`config.mk`:
```
export PLATFORM = sky130hd
export DESIGN_NAME = mhpq_ctrl
export DESIGN_NICKNAME = d
export VERILOG_FILES = /design/src/rtl/core/mhpq_pkg.sv /design/src/rtl/core/mhpq_ctrl.sv
export SDC_FILE = /design/constraint.sdc
export NUM_CORES = 1
export LEC_CHECK = 0
export ABC_CLOCK_PERIOD_IN_PS = 15480
export BUFFER_PORTS_ARGS = -buffer_cell sky130_fd_sc_hd__buf_2
export CAP_MARGIN = 10
export CORE_ASPECT_RATIO = 0.75
export CORE_UTILIZATION = 59
export CTS_CLUSTER_DIAMETER = 150
export DETAILED_ROUTE_END_ITERATION = 8
export PLACE_DENSITY = 0.87
export SETUP_SLACK_MARGIN = 0.1
export SLEW_MARGIN = 20
export SYNTH_ARGS = -nofsm -noshare
export SYNTH_HDL_FRONTEND = slang
export SYNTH_SLANG_ARGS = --single-unit
```
`constraint.sdc`:
```
create_clock -name clk -period 15.48 [get_ports clk]
set_input_delay 1.548 -clock clk [delete_from_list [all_inputs] [get_ports clk]]
set_output_delay 1.548 -clock clk [all_outputs]
set_load 0.005 [all_outputs]
```
`src/rtl/core/mhpq_pkg.sv`:
```
`timescale 1ns / 1ps
// ----------------------------------------------------------------------------
// mhpq_pkg: shared types and constants of the max-heap priority queue
// Item layouts, operation and status codes, and the link types between the
// sequencer, the heap RAM and the top level.
// ----------------------------------------------------------------------------
package mhpq_pkg;

  localparam int unsigned ADDR_W = 10;
  localparam int unsigned DATA_W = 32;

  // largest number of entries; entry 0 of the RAM stays unused
  localparam logic [ADDR_W-1:0] CAPACITY = 10'd1023;

  localparam logic KIND_INSERT = 1'b0;
  localparam logic KIND_REMOVE = 1'b1;

  localparam logic [1:0] ST_OK    = 2'd0;
  localparam logic [1:0] ST_EMPTY = 2'd1;
  localparam logic [1:0] ST_FULL  = 2'd2;

  typedef struct packed {
    logic                     kind;
    logic signed [DATA_W-1:0] value;
  } in_item_t;

  typedef struct packed {
    logic signed [DATA_W-1:0] removed_value;
    logic [1:0]               status;
    logic [ADDR_W-1:0]        entry_count;
    logic signed [DATA_W-1:0] top_value;
  } out_item_t;

  typedef struct packed {
    logic              we;
    logic [ADDR_W-1:0] waddr;
    logic [DATA_W-1:0] wdata;
    logic [ADDR_W-1:0] raddr_a;
    logic [ADDR_W-1:0] raddr_b;
  } mem_req_t;

  typedef struct packed {
    logic idle;
    logic done;
  } ctrl_stat_t;

endpackage

```
`src/rtl/core/mhpq_ctrl.sv`:
```
`timescale 1ns / 1ps
// ----------------------------------------------------------------------------
// mhpq_ctrl: heap sequencer
// Runs insert (sift up) and remove (sift down) over the heap RAM, moving a
// hole instead of swapping, and keeps the count and a copy of the root.
// ----------------------------------------------------------------------------
module mhpq_ctrl (
  input  logic                                  clk,
  input  logic                                  rst_n,
  input  logic                                  start,
  input  mhpq_pkg::in_item_t                    item,
  input  logic                                  out_free,
  input  logic [mhpq_pkg::DATA_W-1:0]           rdata_a,
  input  logic [mhpq_pkg::DATA_W-1:0]           rdata_b,
  output mhpq_pkg::mem_req_t                    mreq,
  output mhpq_pkg::ctrl_stat_t                  stat,
  output mhpq_pkg::out_item_t                   res
);

  localparam logic [2:0] S_IDLE    = 3'd0;
  localparam logic [2:0] S_UP_RD   = 3'd1;
  localparam logic [2:0] S_UP_CMP  = 3'd2;
  localparam logic [2:0] S_DN_LAST = 3'd3;
  localparam logic [2:0] S_DN_RD   = 3'd4;
  localparam logic [2:0] S_DN_CMP  = 3'd5;
  localparam logic [2:0] S_DONE    = 3'd6;

  localparam int unsigned AW = mhpq_pkg::ADDR_W;
  localparam int unsigned DW = mhpq_pkg::DATA_W;

  logic [2:0]    state_r, state_nxt;
  logic [AW-1:0] cnt_r, cnt_nxt;
  logic [AW-1:0] pos_r, pos_nxt;
  logic [DW-1:0] val_r, val_nxt;
  logic [DW-1:0] rem_r, rem_nxt;
  logic [1:0]    st_r, st_nxt;
  logic [DW-1:0] top_r;

  logic [AW:0]   left_w;
  logic [AW:0]   right_w;
  logic          right_ok;
  logic          pick_right;
  logic [DW-1:0] child_val;
  logic [AW-1:0] child_pos;

  assign left_w     = {pos_r, 1'b0};
  assign right_w    = {pos_r, 1'b1};
  assign right_ok   = right_w <= {1'b0, cnt_r};
  // left child wins a tie
  assign pick_right = right_ok && ($signed(rdata_b) > $signed(rdata_a));
  assign child_val  = pick_right ? rdata_b : rdata_a;
  assign child_pos  = pick_right ? right_w[AW-1:0] : left_w[AW-1:0];

  always_comb begin
    state_nxt     = state_r;
    cnt_nxt       = cnt_r;
    pos_nxt       = pos_r;
    val_nxt       = val_r;
    rem_nxt       = rem_r;
    st_nxt        = st_r;
    mreq.we       = 1'b0;
    mreq.waddr    = pos_r;
    mreq.wdata    = val_r;
    mreq.raddr_a  = left_w[AW-1:0];
    mreq.raddr_b  = right_w[AW-1:0];

    case (state_r)
      S_IDLE: begin
        if (start) begin
          rem_nxt = '0;
          st_nxt  = mhpq_pkg::ST_OK;
          if (item.kind == mhpq_pkg::KIND_INSERT) begin
            if (cnt_r == mhpq_pkg::CAPACITY) begin
              st_nxt    = mhpq_pkg::ST_FULL;
              state_nxt = S_DONE;
            end else begin
              cnt_nxt   = cnt_r + 1'b1;
              pos_nxt   = cnt_r + 1'b1;
              val_nxt   = item.value;
              state_nxt = S_UP_RD;
            end
          end else begin
            if (cnt_r == '0) begin
              st_nxt    = mhpq_pkg::ST_EMPTY;
              state_nxt = S_DONE;
            end else begin
              rem_nxt = top_r;
              cnt_nxt = cnt_r - 1'b1;
              pos_nxt = AW'(1);
              if (cnt_r == AW'(1)) begin
                state_nxt = S_DONE;
              end else begin
                // fetch the last entry, it refills the root
                mreq.raddr_a = cnt_r;
                state_nxt    = S_DN_LAST;
              end
            end
          end
        end
      end
      S_UP_RD: begin
        if (pos_r == AW'(1)) begin
          mreq.we   = 1'b1;
          state_nxt = S_DONE;
        end else begin
          mreq.raddr_a = {1'b0, pos_r[AW-1:1]};
          state_nxt    = S_UP_CMP;
        end
      end
      S_UP_CMP: begin
        mreq.we = 1'b1;
        if ($signed(rdata_a) < $signed(val_r)) begin
          // move the parent down into the hole
          mreq.wdata = rdata_a;
          pos_nxt    = {1'b0, pos_r[AW-1:1]};
          state_nxt  = S_UP_RD;
        end else begin
          state_nxt = S_DONE;
        end
      end
      S_DN_LAST: begin
        val_nxt   = rdata_a;
        state_nxt = S_DN_RD;
      end
      S_DN_RD: begin
        if (left_w > {1'b0, cnt_r}) begin
          mreq.we   = 1'b1;
          state_nxt = S_DONE;
        end else begin
          state_nxt = S_DN_CMP;
        end
      end
      S_DN_CMP: begin
        mreq.we = 1'b1;
        if ($signed(child_val) > $signed(val_r)) begin
          // move the larger child up into the hole
          mreq.wdata = child_val;
          pos_nxt    = child_pos;
          state_nxt  = S_DN_RD;
        end else begin
          state_nxt = S_DONE;
        end
      end
      S_DONE: begin
        if (out_free) begin
          state_nxt = S_IDLE;
        end
      end
      default: begin
        state_nxt = S_IDLE;
      end
    endcase
  end

  always_ff @(posedge clk) begin
    if (!rst_n) begin
      state_r <= S_IDLE;
      cnt_r   <= '0;
    end else begin
      state_r <= state_nxt;
      cnt_r   <= cnt_nxt;
    end
  end

  always_ff @(posedge clk) begin
    pos_r <= pos_nxt;
    val_r <= val_nxt;
    rem_r <= rem_nxt;
    st_r  <= st_nxt;
    // shadow the root entry
    if (mreq.we && (mreq.waddr == AW'(1))) begin
      top_r <= mreq.wdata;
    end
  end

  assign stat.idle = (state_r == S_IDLE);
  assign stat.done = (state_r == S_DONE);

  assign res.removed_value = rem_r;
  assign res.status        = st_r;
  assign res.entry_count   = cnt_r;
  assign res.top_value     = (cnt_r != '0) ? top_r : '0;

endmodule

```
* Yosys cells after proc, flatten, opt, wreduce, memory -nomap -nowiden
Index checks and enable logic that the tools add are counted.
** Word-level totals
- Bits in registers :: 121
- Output and inout port bits :: 141
- Word-level logic and storage cells :: 90
** Cells by class
- Add/subtract/negate cells :: 2
- $lt $le $gt $ge :: 5
- Equality and inequality tests :: 19
- Muxes and demuxes :: 42
- Bitwise operators :: 1
- Reduce and logical (&&, ||, !) cells :: 14
** Operators with widths (number)
- 32-bit two-way mux :: 7
- 10-bit two-way mux :: 13
- 32-bit one-hot mux with 2 select lines :: 2
- 32-bit greater-than comparator :: 2
- 32-bit < comparator :: 1
- 10-bit one-hot mux with 3 select lines :: 1
- 3-bit two-way mux :: 8
- 3-bit one-hot mux with 7 select lines :: 1
- 10-bit by 1-bit equality test with 1-bit output (second input constant) :: 2
- 10-bit one-hot mux with 2 select lines :: 1
- 2-bit inequality test (second input constant) :: 8
- 11-bit by 10-bit greater-than comparator with 1-bit output :: 1
- 11-bit by 10-bit less-or-equal comparator with 1-bit output :: 1
- 10-bit by 1-bit adder with 10-bit output (second input constant) :: 1
- 10-bit equality test (second input constant) :: 1
- 10-bit logical NOT :: 1
- 10-bit nonzero test :: 1
- 10-bit by 1-bit subtractor with 10-bit output (second input constant) :: 1
- 3-bit equality test (second input constant) :: 3
- 2-bit two-way mux :: 4
- 4-bit AND reduction :: 2
- 3-bit by 2-bit equality test with 1-bit output (second input constant) :: 2
- 3-bit inequality test (second input constant) :: 2
- 6-bit AND reduction :: 1
- 10 further kinds :: 16

* Logic depth before layout (Yosys ltp)
- Word-level depth :: 6
- Mapped depth :: 23
- Depth with buffers taken out :: 19

* Worst setup path before layout
OpenSTA, ideal clock, no wires.
- Path kind :: input -> output
- Start point :: input rdata_a[1] in the netlist's numbering
- End point :: output mreq[27] in the netlist's numbering
- Arrival :: 5585 ps
- Required time :: 13932 ps
- Setup slack :: 8347 ps
- Stages on the path :: 21
- Buffers on the path :: 3
- Cell sequence :: inv_1 > ha_1 > nor2b_4 > o211ai_2 > a21oi_1 > o311a_1 > o31a_1 > o21ai_4 > buf_12 > mux2i_1 > inv_1 > ha_1 > nor2b_1 > o211ai_1 > a21oi_1 > o311a_1 > o311a_1 > o21ai_1 > buf_4 > clkbuf_1 > o221ai_1
** RTL lines
- start: declaration :: RTL line mhpq_ctrl.sv:13 : input logic [mhpq_pkg::DATA_W-1:0] rdata_a,
- end: declaration :: RTL line mhpq_ctrl.sv:15 : output mhpq_pkg::mem_req_t mreq,

==> flow_summary.ini <==
[synth]
synth-seq-area-share = 0.366
synth_warnings = 0
ys_ff_latch = 121
yosysTopAreaCellShare = 0.339
netlist_top_cells_count = inv_1, ha_1, edfxtp_1
synth_most_common_cell = inv_1
ys.flop_type = edfxtp_1
syn_area_per_cell_um2 = 9.36
yosysTopAreaCell = edfxtp_1
synth-edff-count = 108
synth_fp_nets = 1233
postSynthCellCount = 1023
synthArstFlopShare = 0
synth.area.top_cells = edfxtp_1, ha_1, mux2i_1
syn_area_mm2 = 0.00958
ys_types = 63

[setup_path]
crit_buf_inv = 6
critical_path.most_common_cell = nor4_1
cp_slowest_cell = nor4_1
cp-start-kind = input port
worstPathMaxFanout = 47
critPathTopFamily = compound AO/OA/AOI/OAI gates
cp.required_ns = 13.93
cp.arrival_ns = 8.19
criticalPathCategory = in2out
cp-end-kind = output port
path_cells = buf_2, inv_1, ha_1, nand4_1, nor4_1, o311a_1, nor4_1, o21ai_4, buf_4, mux2i_1, inv_1, ha_1, nand4_1, nor4_1, o311a_1, nor4_1, o21ai_4, buf_4, mux2i_1, o221ai_1, buf_2
critPathMaxStageDelay_ns = 0.71

[floorplanning]
ios = 242
rows = 39
coreArea_mm2 = 0.0156
start_util = 0.615
die_y_um = 112
dieWidth_um = 149
dieArea_mm2 = 0.0168

[layout]
fillers = 1167
area_delta_synth_final_pct = 18.8
layout-drive-gt1-share = 0.241
nNetsFinal = 1438

[sta]
finalCriticalPeriod_ns = 9.73
max_freq_mhz = 103
fin_skew_ns = 0.00925
tns_ns = 0
worstMarginPinSlew_ns = 0.954
rsz0062_at_grt = false
finalHoldViolCount = 0
finalMaxSlewViolations = 0
relSlewSlack = 0.361
layout_setup_ws_ns = 5.75
setup_viol = 0
finalCritPeriodShare = 0.629

[cts]
htree_levels = 4
cts_root_buffer = clkbuf_16
numCtsBuffers = 17
clkSinkCount = 121
cts_hold_buf = 0
clk_latency_ns = 0.42
clk_path_buf_depth = 2
post_cts_buffers = 0
clk_pin_slew_ns = 0.06
cts_tree = done
post_cts_resized = 0

[pwr]
swShare = 0.435
switchingPower_w = 0.000991
power_frac_seq = 0.269
power_frac_clock = 0.172
power.internal_w = 0.00129
p_leak_nw = 5.57
peakVddDrop_mv = 0.139
pwr-share-comb = 0.559
power_density_mw_per_mm2 = 201

[placed_design]
dp_slack_ns = 5.95
dp_hpwl_um = 22200
gp_congestion = 0.993
portBuffers = 240

[drt]
drt_first_pass_iters = 7
drc = 0
ant_nets = 0
viasPerCell = 6.25
route.vias.total = 9066
post_drt_wl_per_cell_um = 20.0
wl_um = 29100
drtIter0Drc = 811

[grt]
grt.overflow.total = 0
grt.total_usage = 0.349
grt_max_degree = 66
grt_first_pass_wirelength_um = 44700
antenna_found_initial = 8
grt_pass1_vias = 8150

[status]
outcome = completed

[flow_run]
drv_cap = 0

[hold_path]
hp-class = reg2reg
[worst register-to-register path: cells and delay by family (launching register included)]
kind                     cells  cell delay [ns]
AO/OA/AOI/OAI                6             1.75
adder cells (fa/ha/maj)      2             0.68
buffers and inverters        4             1.13
flip-flops                   1             0.53
multiplexers                 1             0.27
AND/OR/NAND/NOR              7             1.79
[flip-flops by register name, summed over array words and instances (netlist names)]
name / cells
pos_r: 10
st_r: 2
top_r: 32
rem_r: 32
cnt_r: 10
val_r: 32
state_r: 3
[power groups by stage]
stage | clock [W] | combinational, W | sequential, W
2_1_floorplan | 0 | 0.000860 | 0.000580
3_5_place_dp | 0 | 0.00125 | 0.000615
4_1_cts | 0.000395 | 0.00126 | 0.000610
3_3_place_gp | 0 | 0.00122 | 0.000613
5_1_grt | 0.000406 | 0.00141 | 0.000625
6_report | 0.000392 | 0.00128 | 0.000614
[logic make-up (layout without fill, tap and decap cells)]
group | count (synthesis) | count (layout) | share of synthesized area
AND/OR/NAND/NOR | 297 | 297 | 0.162
AO/OA/AOI/OAI | 234 | 234 | 0.160
buffers and inverters | 178 | 396 | 0.0830
flip-flops | 121 | 121 | 0.366
adder cells (fa/ha/maj) | 109 | 109 | 0.142
multiplexers | 67 | 67 | 0.0704
XOR/XNOR | 16 | 16 | 0.0154
other | 1 | 6 | 0.000392
[metrics by stage]
stage          cell area, µm²   util  hold slack (ns)  total power (W)  cells
2_1_floorplan            9580      -            0.534          0.00144   1023
3_3_place_gp            10800  0.692            0.554          0.00184   1413
3_5_place_dp            10800  0.692            0.562          0.00187   1413
4_1_cts                 11400  0.729            0.572          0.00226   1445
5_1_grt                 11400  0.730            0.590          0.00244   1447
6_report                11400  0.731            0.572          0.00228   1451
[cell usage in the layout (no fill, tap or decap), drive strengths merged, types with 8 or more instances in the layout]
cell type | synthesis | layout
and2 | 41 | 41
inv | 113 | 116
and3 | 35 | 35
o21ai | 77 | 77
a22oi | 23 | 23
nor3 | 9 | 9
mux2i | 64 | 64
nor2 | 32 | 32
clkbuf | 42 | 18
o221ai | 33 | 33
ha | 109 | 109
nand4 | 22 | 22
xnor2 | 16 | 16
buf | 23 | 251
a21boi | 8 | 8
a21oi | 52 | 52
nand2 | 72 | 72
nor4 | 14 | 14
edfxtp | 108 | 108
dfxtp | 13 | 13
nand3 | 48 | 48
[final timing paths]
| kind | from | to | slack [ns] | cells past startpoint |
|---|---|---|---|---|
| min reg2reg | top_r[30] | rem_r[30] | 0.57 | 1 |
| max | rdata_a[31] | mreq[51] | 5.75 | 21 |
| min | top_r[30] | rem_r[30] | 0.57 | 1 |
| max reg2reg | cnt_r[7] | pos_r[7] | 9.02 | 20 |
[layout make-up]
class                           instances  area [µm²]  share of cell area
Timing Repair Buffer                  251        1290               0.113
Inverter                              113         424              0.0373
Tap cell                              205         256              0.0225
Clock buffer                           18         429              0.0377
Multi-Input combinational cell        724        5310               0.467
Clock inverter                         14         149              0.0131
Sequential cell                       121        3500               0.308
Antenna cell                            5        12.5             0.00110
[per-layer routing]
layer  track usage  part of all wire
met2         0.499              0.42
met1         0.527              0.43
met3        0.0756              0.13
met5             0           0.00028
met4         0.100             0.019
Power figures use the tool's default switching activity.
